==> config.mk <==
export PLATFORM = sky130hd
export DESIGN_NAME = touch_tone_burst_generator
export DESIGN_NICKNAME = d
export VERILOG_FILES = /design/src/hdl/ttbg_pkg.sv /design/src/hdl/touch_tone_burst_generator.sv
export SDC_FILE = /design/constraint.sdc
export NUM_CORES = 2
export LEC_CHECK = 0
export ABC_AREA = 1
export BUFFER_PORTS_ARGS = -buffer_cell sky130_fd_sc_hd__buf_4
export CAP_MARGIN = 20
export CORE_MARGIN = 4
export CORE_UTILIZATION = 37
export CTS_CLUSTER_SIZE = 16
export DETAILED_ROUTE_END_ITERATION = 16
export SLEW_MARGIN = 40
export SYNTH_ARGS = -nofsm -noshare
export SYNTH_HDL_FRONTEND = slang
export SYNTH_SLANG_ARGS = --single-unit
==> constraint.sdc <==
create_clock -name clk -period 19.3 [get_ports clk]
set_clock_uncertainty 0.2 [all_clocks]
set_input_delay 0.965 -clock clk [delete_from_list [all_inputs] [get_ports clk]]
set_output_delay 0.965 -clock clk [all_outputs]
set_load 0.02 [all_outputs]
==> src/hdl/ttbg_pkg.sv <==
`timescale 1ns / 1ps

package ttbg_pkg;

  // configuration register indexes
  localparam int CFG_AW = 2;
  localparam logic [CFG_AW-1:0] REG_PHASE_STEP = 2'd0;
  localparam logic [CFG_AW-1:0] REG_BURST_LEN  = 2'd1;
  localparam logic [CFG_AW-1:0] REG_AMPLITUDE  = 2'd2;
  localparam logic [CFG_AW-1:0] REG_LOCKOUT_MS = 2'd3;

  localparam logic [22:0] PHASE_STEP_RST = 23'd307582;
  localparam logic [11:0] BURST_LEN_RST  = 12'd3840;
  localparam logic [14:0] AMPLITUDE_RST  = 15'd7000;
  localparam logic [15:0] LOCKOUT_MS_RST = 16'd120;

  // fixed-point layout of the shared multiplier
  localparam int MUL_W       = 30;
  localparam int PROD_W      = 2 * MUL_W;
  localparam int Q_W         = 23;   // amp*e*mag >> 15
  localparam int QUO_W       = 16;   // quotient estimate
  localparam int RECIP_SHIFT = 32;

  typedef logic [3:0] step_t;

  typedef enum logic [3:0] {
    OP_NONE,
    OP_START,
    OP_MUL_AM,
    OP_MUL_E,
    OP_MUL_RECIP,
    OP_MUL_R,
    OP_FINISH,
    OP_TOUCH,
    OP_IDLE
  } op_t;

  typedef enum logic [2:0] {
    C_NEXT,
    C_JUMP,
    C_WAIT_IN,
    C_IF_TOUCH,
    C_IF_IDLE,
    C_WAIT_OUT
  } cond_t;

  typedef struct packed {
    op_t   op;
    cond_t cond;
    step_t target;
  } ctrl_t;

  localparam step_t ST_FETCH    = 4'd0;
  localparam step_t ST_DISPATCH = 4'd1;
  localparam step_t ST_START    = 4'd2;
  localparam step_t ST_MUL_AM   = 4'd3;
  localparam step_t ST_MUL_E    = 4'd4;
  localparam step_t ST_MUL_RCP  = 4'd5;
  localparam step_t ST_MUL_R    = 4'd6;
  localparam step_t ST_FINISH   = 4'd7;
  localparam step_t ST_TOUCH    = 4'd8;
  localparam step_t ST_IDLE     = 4'd9;

  // microcode store
  function automatic ctrl_t ucode(input step_t s);
    ctrl_t c;
    case (s)
      ST_FETCH:    c = '{op: OP_NONE,      cond: C_WAIT_IN,  target: ST_FETCH};
      ST_DISPATCH: c = '{op: OP_NONE,      cond: C_IF_TOUCH, target: ST_TOUCH};
      ST_START:    c = '{op: OP_START,     cond: C_IF_IDLE,  target: ST_IDLE};
      ST_MUL_AM:   c = '{op: OP_MUL_AM,    cond: C_NEXT,     target: ST_FETCH};
      ST_MUL_E:    c = '{op: OP_MUL_E,     cond: C_NEXT,     target: ST_FETCH};
      ST_MUL_RCP:  c = '{op: OP_MUL_RECIP, cond: C_NEXT,     target: ST_FETCH};
      ST_MUL_R:    c = '{op: OP_MUL_R,     cond: C_NEXT,     target: ST_FETCH};
      ST_FINISH:   c = '{op: OP_FINISH,    cond: C_WAIT_OUT, target: ST_FETCH};
      ST_TOUCH:    c = '{op: OP_TOUCH,     cond: C_WAIT_OUT, target: ST_FETCH};
      ST_IDLE:     c = '{op: OP_IDLE,      cond: C_WAIT_OUT, target: ST_FETCH};
      default:     c = '{op: OP_NONE,      cond: C_JUMP,     target: ST_FETCH};
    endcase
    return c;
  endfunction

  // Q1.15 sine entry j of a 2^bits table; quarter wave from a Q30 odd polynomial
  function automatic logic signed [15:0] sine_entry(input int unsigned j,
                                                    input int unsigned bits);
    logic [63:0] x;
    logic [63:0] x2;
    logic [63:0] p;
    logic [63:0] s;
    logic [63:0] v;
    int unsigned quarter;
    int unsigned q;
    int unsigned r;
    int unsigned k;
    quarter = 1 << (bits - 2);
    q = j >> (bits - 2);
    r = j & (quarter - 1);
    k = ((q & 1) != 0) ? quarter - r : r;
    x  = 64'(k) << (30 - (bits - 2));
    x2 = (x * x) >> 30;
    p  = 64'd172272;
    p  = 64'd5026995    - ((x2 * p) >> 30);
    p  = 64'd85569306   - ((x2 * p) >> 30);
    p  = 64'd693598668  - ((x2 * p) >> 30);
    p  = 64'd1686629713 - ((x2 * p) >> 30);
    s  = (x * p) >> 30;
    v  = (s * 64'd32767 + (64'd1 << 29)) >> 30;
    if (v > 64'd32767) begin
      v = 64'd32767;
    end
    return ((q & 2) != 0) ? -$signed(v[15:0]) : $signed(v[15:0]);
  endfunction

endpackage

==> src/hdl/touch_tone_burst_generator.sv <==
// A touch item walks fetch, dispatch and touch; a sample tick walks fetch, dispatch,
// start, the four multiply steps and finish, or start and idle when no burst is queued.
// One item is taken at a time, through the one shared 30x30 multiplier (four products
// per sample); the next item can be taken once its result is loaded, while that waits.
// Reset (rst, synchronous, active high): registers to their defaults, queue empty,
// no burst playing, phase and lockout history cleared.
`timescale 1ns / 1ps

module touch_tone_burst_generator #(
  parameter int SINE_TABLE_BITS = 8,
  parameter int RAMP_LEN        = 64,
  parameter int QUEUE_DEPTH     = 8,
  parameter int MAX_BURST       = 3840
) (
  input  logic                          clk,
  input  logic                          rst,
  // input stream
  input  logic                          s_tvalid,
  output logic                          s_tready,
  input  logic [31:0]                   s_tdata,   // [31:0] now_ms
  input  logic                          s_tuser,   // [0] cmd: 0 touch, 1 sample tick
  // result stream
  output logic                          m_tvalid,
  input  logic                          m_tready,
  output logic [15:0]                   m_tdata,   // [15:0] sample (signed)
  output logic                          m_tlast,   // burst_last
  output logic [1:0]                    m_tuser,   // [0] sample_valid, [1] touch_accepted
  // configuration writes
  input  logic                          cfg_we,
  input  logic [ttbg_pkg::CFG_AW-1:0]   cfg_addr,
  input  logic [22:0]                   cfg_wdata
);

  localparam int TAB_SIZE = 1 << SINE_TABLE_BITS;
  localparam int PW       = $clog2(QUEUE_DEPTH + 1);
  localparam int EW       = $clog2(RAMP_LEN + 1);
  // floor(2^32 / RAMP_LEN): quotient estimate is low by at most one
  localparam logic [63:0] RECIP_FULL = (64'd1 << ttbg_pkg::RECIP_SHIFT) / RAMP_LEN;
  localparam logic [ttbg_pkg::MUL_W-1:0] RECIP = RECIP_FULL[ttbg_pkg::MUL_W-1:0];

  // sine table, built at elaboration
  logic signed [15:0] sine_rom [TAB_SIZE];
  for (genvar j = 0; j < TAB_SIZE; j++) begin : g_sine
    assign sine_rom[j] = ttbg_pkg::sine_entry(j, SINE_TABLE_BITS);
  end

  // configuration registers
  logic [22:0] phase_step;
  logic [11:0] burst_len;
  logic [14:0] amplitude;
  logic [15:0] lockout_ms;

  // block state
  logic [31:0]   last_touch_time;
  logic [PW-1:0] pending_bursts;
  logic          active;
  logic [11:0]   sample_index;
  logic [23:0]   phase_acc;

  // sequencer
  ttbg_pkg::step_t step;
  ttbg_pkg::step_t step_next;
  ttbg_pkg::ctrl_t ctrl;

  // datapath
  logic                            cmd;
  logic [31:0]                     now_ms;
  logic                            neg;
  logic [ttbg_pkg::PROD_W-1:0]     prod;
  logic [ttbg_pkg::Q_W-1:0]        q_full;
  logic [ttbg_pkg::QUO_W-1:0]      quo;
  logic [ttbg_pkg::MUL_W-1:0]      mul_a;
  logic [ttbg_pkg::MUL_W-1:0]      mul_b;

  logic        in_accept;
  logic        out_free;
  logic        res_load;
  logic        no_burst;
  logic        locked;
  logic        q_has_room;
  logic [11:0] n_clip;
  logic [11:0] n_eff;
  logic [12:0] idx_plus_ramp;
  logic [EW-1:0] env;
  logic        is_last;
  logic signed [15:0] tab_val;
  logic [14:0] tab_mag;
  logic [23:0] rem;
  logic [16:0] mag_q;
  logic [16:0] mag_sat;
  logic [15:0] sample_val;

  assign ctrl      = ttbg_pkg::ucode(step);
  assign s_tready  = (ctrl.cond == ttbg_pkg::C_WAIT_IN);
  assign in_accept = s_tvalid && s_tready;
  assign out_free  = !m_tvalid || m_tready;
  assign no_burst  = !active && (pending_bursts == '0);

  // the result register loads only on a result step once the old item has left or is being taken
  assign res_load  = out_free &&
                     (ctrl.op inside {ttbg_pkg::OP_FINISH, ttbg_pkg::OP_TOUCH,
                                      ttbg_pkg::OP_IDLE});

  // touch lockout and queue room
  assign locked = (last_touch_time != 32'd0) && (now_ms > last_touch_time) &&
                  ((now_ms - last_touch_time) < {16'd0, lockout_ms});
  assign q_has_room = (pending_bursts < PW'(QUEUE_DEPTH));

  // effective burst length and envelope
  always_comb begin
    n_clip        = (burst_len > 12'(MAX_BURST)) ? 12'(MAX_BURST) : burst_len;
    n_eff         = (n_clip == 12'd0) ? 12'd1 : n_clip;
    idx_plus_ramp = {1'b0, sample_index} + 13'(RAMP_LEN);
    if (sample_index < 12'(RAMP_LEN)) begin
      env = EW'(sample_index);
    end else if (idx_plus_ramp > {1'b0, n_eff}) begin
      env = (n_eff > sample_index) ? EW'(n_eff - sample_index) : '0;
    end else begin
      env = EW'(RAMP_LEN);
    end
    is_last = ({1'b0, sample_index} + 13'd1) >= {1'b0, n_eff};
  end

  assign tab_val = sine_rom[phase_acc[23 -: SINE_TABLE_BITS]];
  assign tab_mag = tab_val[15] ? 15'(-tab_val) : tab_val[14:0];

  // shared multiplier operand select
  always_comb begin
    case (ctrl.op)
      ttbg_pkg::OP_MUL_AM: begin
        mul_a = ttbg_pkg::MUL_W'(amplitude);
        mul_b = ttbg_pkg::MUL_W'(tab_mag);
      end
      ttbg_pkg::OP_MUL_E: begin
        mul_a = prod[ttbg_pkg::MUL_W-1:0];
        mul_b = ttbg_pkg::MUL_W'(env);
      end
      ttbg_pkg::OP_MUL_RECIP: begin
        mul_a = ttbg_pkg::MUL_W'(prod[15 +: ttbg_pkg::Q_W]);
        mul_b = RECIP;
      end
      ttbg_pkg::OP_MUL_R: begin
        mul_a = ttbg_pkg::MUL_W'(prod[ttbg_pkg::RECIP_SHIFT +: ttbg_pkg::QUO_W]);
        mul_b = ttbg_pkg::MUL_W'(RAMP_LEN);
      end
      default: begin
        mul_a = '0;
        mul_b = '0;
      end
    endcase
  end

  // quotient correction, saturation and sign
  always_comb begin
    rem     = {1'b0, q_full} - prod[23:0];
    mag_q   = {1'b0, quo} + ((rem >= 24'(RAMP_LEN)) ? 17'd1 : 17'd0);
    if (neg) begin
      mag_sat    = (mag_q > 17'd32768) ? 17'd32768 : mag_q;
      sample_val = 16'(-mag_sat);
    end else begin
      mag_sat    = (mag_q > 17'd32767) ? 17'd32767 : mag_q;
      sample_val = mag_sat[15:0];
    end
  end

  // step counter: next step
  always_comb begin
    case (ctrl.cond)
      ttbg_pkg::C_NEXT:     step_next = step + 4'd1;
      ttbg_pkg::C_JUMP:     step_next = ctrl.target;
      ttbg_pkg::C_WAIT_IN:  step_next = in_accept ? step + 4'd1 : step;
      ttbg_pkg::C_IF_TOUCH: step_next = !cmd ? ctrl.target : step + 4'd1;
      ttbg_pkg::C_IF_IDLE:  step_next = no_burst ? ctrl.target : step + 4'd1;
      ttbg_pkg::C_WAIT_OUT: step_next = out_free ? ctrl.target : step;
      default:              step_next = ttbg_pkg::ST_FETCH;
    endcase
  end

  always_ff @(posedge clk) begin
    if (rst) begin
      step <= ttbg_pkg::ST_FETCH;
    end else begin
      step <= step_next;
    end
  end

  // configuration
  always_ff @(posedge clk) begin
    if (rst) begin
      phase_step <= ttbg_pkg::PHASE_STEP_RST;
      burst_len  <= ttbg_pkg::BURST_LEN_RST;
      amplitude  <= ttbg_pkg::AMPLITUDE_RST;
      lockout_ms <= ttbg_pkg::LOCKOUT_MS_RST;
    end else if (cfg_we) begin
      case (cfg_addr)
        ttbg_pkg::REG_PHASE_STEP: phase_step <= cfg_wdata;
        ttbg_pkg::REG_BURST_LEN:  burst_len  <= cfg_wdata[11:0];
        ttbg_pkg::REG_AMPLITUDE:  amplitude  <= cfg_wdata[14:0];
        ttbg_pkg::REG_LOCKOUT_MS: lockout_ms <= cfg_wdata[15:0];
        default: ;
      endcase
    end
  end

  // datapath registers, no reset needed
  always_ff @(posedge clk) begin
    if (in_accept) begin
      cmd    <= s_tuser;
      now_ms <= s_tdata;
    end
    case (ctrl.op)
      ttbg_pkg::OP_MUL_AM: begin
        prod <= mul_a * mul_b;
        neg  <= tab_val[15];
      end
      ttbg_pkg::OP_MUL_E: begin
        prod <= mul_a * mul_b;
      end
      ttbg_pkg::OP_MUL_RECIP: begin
        prod   <= mul_a * mul_b;
        q_full <= prod[15 +: ttbg_pkg::Q_W];
      end
      ttbg_pkg::OP_MUL_R: begin
        prod <= mul_a * mul_b;
        quo  <= prod[ttbg_pkg::RECIP_SHIFT +: ttbg_pkg::QUO_W];
      end
      default: ;
    endcase
  end

  // result valid: set on a load, dropped once the item is taken
  always_ff @(posedge clk) begin
    if (rst) begin
      m_tvalid <= 1'b0;
    end else if (res_load) begin
      m_tvalid <= 1'b1;
    end else if (m_tready) begin
      m_tvalid <= 1'b0;
    end
  end

  // burst state and result register
  always_ff @(posedge clk) begin
    if (rst) begin
      last_touch_time <= 32'd0;
      pending_bursts  <= '0;
      active          <= 1'b0;
      sample_index    <= 12'd0;
      phase_acc       <= 24'd0;
      m_tdata         <= 16'd0;
      m_tlast         <= 1'b0;
      m_tuser         <= 2'b00;
    end else begin
      case (ctrl.op)
        ttbg_pkg::OP_START: begin
          // pick up the next queued burst when none is playing
          if (!active && (pending_bursts != '0)) begin
            pending_bursts <= pending_bursts - PW'(1);
            active         <= 1'b1;
            sample_index   <= 12'd0;
            phase_acc      <= 24'd0;
          end
        end
        ttbg_pkg::OP_FINISH: begin
          if (out_free) begin
            m_tdata   <= sample_val;
            m_tlast   <= is_last;
            m_tuser   <= 2'b01;
            phase_acc <= phase_acc + {1'b0, phase_step};
            if (is_last) begin
              active       <= 1'b0;
              sample_index <= 12'd0;
            end else begin
              sample_index <= sample_index + 12'd1;
            end
          end
        end
        ttbg_pkg::OP_TOUCH: begin
          if (out_free) begin
            m_tdata  <= 16'd0;
            m_tlast  <= 1'b0;
            m_tuser  <= {!locked && q_has_room, 1'b0};
            if (!locked) begin
              last_touch_time <= now_ms;
              if (q_has_room) begin
                pending_bursts <= pending_bursts + PW'(1);
              end
            end
          end
        end
        ttbg_pkg::OP_IDLE: begin
          if (out_free) begin
            m_tdata  <= 16'd0;
            m_tlast  <= 1'b0;
            m_tuser  <= 2'b00;
          end
        end
        default: ;
      endcase
    end
  end

endmodule

### Yosys cells after proc, flatten, opt, wreduce, memory -nomap -nowiden

Memories as Yosys holds them, arrays and structs flattened. A register that Yosys moved wholly into a read port is not among the register bits.
Index checks and enable logic that the tools add are counted.

* equal/unequal tests: 26
* bitwise operators: 2
* add/sub/neg operators: 13
* order comparisons: 12
* muxes and demuxes: 49
* $mul: 1
* reductions and logical operators: 35

Operators with widths (number)
* $pmux W30 S4: 1
* $mux W16: 7
* $pmux W27 S4: 1
* $mux W12: 5
* $mul A30 B27 Y48: 1
* $mux W24: 2
* $pmux W24 S2: 1
* $mux W4: 10
* $gt A32 B32 Y1: 1
* $lt A32 B16 Y1: 1
* $pmux W16 S2: 1
* $reduce_bool A32 Y1: 1
* $sub A32 B32 Y32: 1
* $add A24 B23 Y24: 1
* $ge A24 B7 Y1 const B: 1
* $pmux W12 S2: 1
* $pmux W4 S6: 1
* $sub A23 B24 Y24: 1
* $mux W7: 3
* $add A16 B1 Y17: 1
* $gt A17 B15 Y1 const B: 1
* $gt A17 B16 Y1 const B: 1
* $eq A4 B3 Y1 const B: 4
* $ne A2 B2 Y1 const B: 8
* other kinds (48): 82

* bits in registers: 284
* memories kept: 2
* bits in read-only memories: 4240

Memory list
* (no name shown): words 256, width 16, read ports 1, clocked after memory_dff 0, wr ports 0, line touch_tone_burst_generator.sv:124 `assign tab_val = sine_rom[phase_acc[23 -: SINE_TABLE_BITS]];`
* (no name shown): words 16, width 9, read ports 1, clocked after memory_dff 1, wr ports 0, line ttbg_pkg.sv:67 `case (s)`

### Longest topological paths before layout

* depth after elaboration: 10
* depth in mapped cells: 50

### Worst setup path before layout

No wires, ideal clock.

* path kind: flip-flop to flip-flop
* from: register burst_len[11]
* to: register prod[42] in the netlist's numbering (data pin)
* path buffers: 1
* slack: 10.440 ns
* clock period less this slack: 8.860 ns
* stages on the path, launching flop included: 46
* library setup time: 0.259 ns
* arrival: 8.401 ns
* cell sequence: dfxtp_1 -> inv_1 -> nor4_1 -> inv_1 -> o21ai_0 -> nand2_1 -> inv_1 -> ha_1 -> inv_1 -> fa_1 -> nand3_1 -> nand2_1 -> nand2_1 -> nand2_1 -> a21oi_1 -> o21ai_0 -> nand2_1 -> o211ai_1 -> [10 not listed] -> ha_1 -> fa_1 -> fa_1 -> inv_1 -> fa_1 -> inv_1 -> ha_1 -> nand2_1 -> nor2_1 -> inv_1 -> nor4_1 -> a21oi_1 -> o21ai_0 -> nand3_1 -> nand2_1 -> nand2_1 -> nand2_1 -> xor2_1

* longest elaborated chain between the ends: 10
* elaborated cells between the ends (all ways): 12
* those cells by class: add/sub (1); mul (1); order compare (3); mux (6); reduce/logical (1)

Ends and longest elaborated chain
* start: declaration: line touch_tone_burst_generator.sv:49 `logic [11:0] burst_len;`
* start signal: assignment: line touch_tone_burst_generator.sv:191 `burst_len <= ttbg_pkg::BURST_LEN_RST;`
* start signal: assignment: line touch_tone_burst_generator.sv:197 `ttbg_pkg::REG_BURST_LEN: burst_len <= cfg_wdata[11:0];`
* $gt A12 B12 Y1: line touch_tone_burst_generator.sv:111 `n_clip = (burst_len > 12'(MAX_BURST)) ? 12'(MAX_BURST) : burst_len;`
* $mux W12 *: line touch_tone_burst_generator.sv:111
* $logic_not A12 Y1: line touch_tone_burst_generator.sv:112 `n_eff = (n_clip == 12'd0) ? 12'd1 : n_clip;`
* $mux W12 *: line touch_tone_burst_generator.sv:112
* $gt A12 B12 Y1 / $sub A7 B7 Y7 (equally long branches): line touch_tone_burst_generator.sv:117 `env = (n_eff > sample_index) ? EW'(n_eff - sample_index) : '0;`
* $mux W7: line touch_tone_burst_generator.sv:117
* $mux W7 *: line touch_tone_burst_generator.sv:116 `end else if (idx_plus_ramp > {1'b0, n_eff}) begin`
* $mux W7 *: line touch_tone_burst_generator.sv:114 `if (sample_index < 12'(RAMP_LEN)) begin`
* $pmux W27 S4 *: line touch_tone_burst_generator.sv:129 `case (ctrl.op)`
* $mul A30 B27 Y48 *
* end signal: assignment: line touch_tone_burst_generator.sv:213 `prod <= mul_a * mul_b;`
* end signal: assignment: line touch_tone_burst_generator.sv:217 `prod <= mul_a * mul_b;`
* end signal: assignment: line touch_tone_burst_generator.sv:220 `prod <= mul_a * mul_b;`
* end: declaration: line touch_tone_burst_generator.sv:69 `logic [ttbg_pkg::PROD_W-1:0] prod;`

Mark *: on every way between the ends. The rest lies on a longest branch, timed or not.
A chain may end at the register's enable or synchronous reset.

### Final worst setup path

* from: register phase_acc[20]
* to: register prod[41] in the netlist's numbering (data pin)

* longest elaborated chain between the ends: 8

Ends and longest elaborated chain
* start: declaration: line touch_tone_burst_generator.sv:58 `logic [23:0] phase_acc;`
* start signal: assignment: line touch_tone_burst_generator.sv:269 `phase_acc <= phase_acc + {1'b0, phase_step};`
* $not A8 Y9 (not written as such) *: line touch_tone_burst_generator.sv:124
* $mem_v2 Z256 W16 *
* $mux W16 (not written as such) * (2 in series): line touch_tone_burst_generator.sv:124
* $neg A15 Y15: line touch_tone_burst_generator.sv:125 `assign tab_mag = tab_val[15] ? 15'(-tab_val) : tab_val[14:0];`
* $mux W15 *: line touch_tone_burst_generator.sv:125
* $pmux W27 S4 *: line touch_tone_burst_generator.sv:129
* $mul A30 B27 Y48 *

Mark *: on every way between the ends. The rest lies on a longest branch, timed or not. The select of a mux whose other input is x is not followed.

==> results.tsv <==
metric	value	unit
clock latency on the worst-skew pair	580	ps
diodes inserted	0	
Detailed Route Iter0 Violations	2916	
synthesized area	37600	sq um
number of cells traversed by the worst register-to-register path	43	
layout cell share with drive strength beyond 1	5.36	%
vias	34700	
final net count	5993	
Combinational Power Share	56.1	%
TritonCTS sink count	293	
post-synthesis adder-cell area fraction	32.2	%
synthesized-area fraction occupied by xor and xnor cells	2.24	%
placeable core region	100000	sq um
reg-to-reg endpoint	prod[41]	
Yosys Warn Count	0	
count of hold-fix buffers inserted at cts	0	
Internal	0.00188	W
r2r setup slk	8750	ps
Max-Cap Viols	0	
critical path's largest stage delay	580	ps
share of synthesized area occupied by flip-flops and latches	18.8	%
first-pass GRT wire length	197000	microns
area fraction of the dominant cell type after synthesis	20.6	%
final worst path period share	54.7	%
H-tree lvl count	2	
Switching Power	0.00169	W
initial standard-cell utilization of the core	37.4	%
total overflow reported by the global router	0	
data arrival time of the critical path	10660	ps
Cell Rows	116	
Die Span Y	327	microns
largest fanout on the critical path	55	
element type at the critical path end	register	
Worst Path Required	19410	ps
chip width	327	microns
number of global-route vias before repair	34700	
power after layout	0.00357	W
family with the most delay on the worst path	adder cells	
fraction of synthesized area in multiplexers	0.0266	%
worst relative slew slack	38.4	%
P_leak	20.1	nW
Critical-path top delay cell	sky130_fd_sc_hd__nand3b_1	
initial antenna violation count	2	
P&R area growth vs syn	9.39	%
setup-violating endpoint count in the final report	0	
post-synthesis simple-gate area fraction	22.3	%
synthesized instance count	5066	
Period minus WS final	10550	ps
ratio of routed vias to standard cells	5.28	
pin count of the biggest net entering global routing	84	
final setup TNS	0	ps
most repeated library cell on the critical path	sky130_fd_sc_hd__nand2_1	
outcome	finished, final reports clean	
Hold Crit Depth	0	
combinational family with the most area after synthesis	adder cells	
number of hold-slack violations in the final timing report	0	
Slew Viols, Final	0	
HP Class	register to register	
WL per Instance	19.0	microns
Detailed Place HPWL	99600	microns
worst ir drop on vdd	0.104	mV
DR DRC count	0	
cell taking the most area after synthesis	sky130_fd_sc_hd__fa_1	
Setup Fix Bufs, Post-CTS	0	
maximum root-to-sink buffer count	3	
transition at the pin with the smallest max-transition slack	923	ps
overall routed net length	125000	microns
Root Buffer Master	sky130_fd_sc_hd__clkbuf_16	
number of flops mapped to enable cells by yosys	121	
area of the die	107000	sq um
post-synthesis compound-gate area fraction	12.7	%
power per cell area	86.8	nW/um^2
ranking of synthesized cells by instance count	sky130_fd_sc_hd__nand2_1 (951), sky130_fd_sc_hd__inv_1 (921), sky130_fd_sc_hd__nor2_1 (493), sky130_fd_sc_hd__a21oi_1 (426), sky130_fd_sc_hd__fa_1 (387)	
critical path launch point type	register	
synthesized flop and latch total	293	
Top FF cell, synth	sky130_fd_sc_hd__dfxtp_1	
r2r startpoint	phase_acc[20]	
total global-route track usage	23.2	%
clock network power share	19.1	%
DR pass1 iterations	6	
clock transition at the registers of the reported paths	60	ps
switching share of total power	47.4	%
# port buffers	83	
Avg Synthesized Cell Area	7.42	sq um
TritonCTS Buffers	36	
maximum achievable frequency	94.8	MHz
sequential share of power	24.8	%
number of buffer and inverter stages on the critical path	8	
RSZ-0062 raised after global routing	no	
sink of the worst hold path	q_full[2]	
worst hold path startpoint	prod[17]	
async set-reset flop share out of synthesis	0	%
WS Path Type	register to register	
cell with the most instances after synthesis	sky130_fd_sc_hd__nand2_1	
antenna-violating nets left	0	
GPL Wtd Cong	0.990	
post-synthesis cell type count	64	
count of boundary I/O pins	84	
Post-CTS Resized	0	
Layout fillers	10600	
CTS tree	yes	
top cells by area in the synthesized netlist	sky130_fd_sc_hd__fa_1 (21%), sky130_fd_sc_hd__ha_1 (12%), sky130_fd_sc_hd__edfxtp_1 (9.7%)	
-- through the flow --
| step | cells | hold slack [ps] | instance area (sq um) | setup slack [ps] | utilization (%) |
|---|---|---|---|---|---|
| 2_1_floorplan | 5184 | 225 | 38000 | 10440 | - |
| 3_3_place_gp | 6515 | 239 | 39900 | 9110 | 39.7 |
| 3_5_place_dp | 6515 | 247 | 39900 | 8990 | 39.7 |
| 4_1_cts | 6580 | 258 | 41100 | 8940 | 40.9 |
| 5_1_grt | 6580 | 272 | 41100 | 7860 | 40.9 |
| 6_report | 6580 | 251 | 41100 | 8750 | 40.9 |
-- power groups by stage --
stage               Sequential (W)  Clock (W)  Combinational (W)
floorplan                 0.000863          0            0.00142
global placement          0.000898          0            0.00194
detailed placement        0.000897          0            0.00195
CTS                       0.000885   0.000699            0.00196
global route              0.000890   0.000719            0.00225
finish                    0.000886   0.000679            0.00200
-- cells in the final DEF, fill, tap and decap left out, types with 26 or more instances in the layout --
cell type / Yosys / final
sky130_fd_sc_hd__inv_2: 23 / 26
sky130_fd_sc_hd__ha_1: 347 / 347
sky130_fd_sc_hd__dfxtp_1: 172 / 170
sky130_fd_sc_hd__a31oi_1: 28 / 28
sky130_fd_sc_hd__a21oi_1: 426 / 426
sky130_fd_sc_hd__nor2_1: 493 / 491
sky130_fd_sc_hd__conb_1: 2 / 120
sky130_fd_sc_hd__o211ai_1: 45 / 45
sky130_fd_sc_hd__o21ai_1: 45 / 45
sky130_fd_sc_hd__clkbuf_16: 0 / 38
sky130_fd_sc_hd__nand3_1: 241 / 241
sky130_fd_sc_hd__o21ai_0: 222 / 221
sky130_fd_sc_hd__inv_1: 921 / 918
sky130_fd_sc_hd__edfxtp_1: 121 / 121
sky130_fd_sc_hd__xor2_1: 71 / 71
sky130_fd_sc_hd__buf_4: 16 / 130
sky130_fd_sc_hd__nand2_1: 951 / 950
sky130_fd_sc_hd__fa_1: 387 / 387
sky130_fd_sc_hd__nor3_1: 45 / 43
sky130_fd_sc_hd__nand4_1: 146 / 146
-- state kept, by name, indices dropped and copies added (netlist names) --
name and cells:
sample_index 12, step 4, active 1, lockout_ms 16, last_touch_time 32, amplitude 15, m_tuser 2, phase_acc 24
pending_bursts 4, phase_step 23, ctrl 9, burst_len 12, cmd 1, m_tlast 1, m_tvalid 1, m_tdata 16
q_full 23, prod 48, neg 1, now_ms 32, quo 16
-- worst max path at each step --
stage | start | endpoint | slack [ps] | depth (start not counted)
2_1_floorplan | burst_len[11] | prod[42] | 10440 | 45
3_3_place_gp | phase_acc[20] | prod[41] | 9110 | 38
3_5_place_dp | burst_len[11] | prod[41] | 8990 | 47
4_1_cts | burst_len[11] | prod[41] | 8940 | 47
5_1_grt | burst_len[11] | prod[46] | 7860 | 43
6_report | phase_acc[20] | prod[41] | 8750 | 43
-- final cells by class --
class | count | area (sq um) | area share, %
clock inverters | 23 | 201 | 0.490
repair buffers | 131 | 987 | 2.40
clock buffers | 42 | 966 | 2.35
well taps | 1357 | 1700 | 4.13
inverters | 950 | 3570 | 8.70
flip-flops and latches | 293 | 7080 | 17.2
multi-input cells | 3784 | 26600 | 64.7
-- logic make-up (layout without fill, tap and decap cells) --
| kind of cell | count (synthesis) | count (layout) |
|---|---|---|
| AND/OR/NAND/NOR | 1963 | 1963 |
| buffers and inverters | 1107 | 1146 |
| AO/OA/AOI/OAI | 870 | 870 |
| adder cells (fa/ha/maj) | 734 | 734 |
| flip-flops | 293 | 293 |
| XOR/XNOR | 96 | 96 |
| other | 2 | 120 |
| multiplexers | 1 | 1 |
-- routing by layer --
metal	routed length [microns]	GRT usage, %	vias to the layer above
li1	-	-	16500
met1	53200	30.8	16700
met2	58200	38.7	1274
met3	8430	3.13	255
met4	4990	8.48	4
met5	34	0	-
Power figures use the tool's default switching activity.
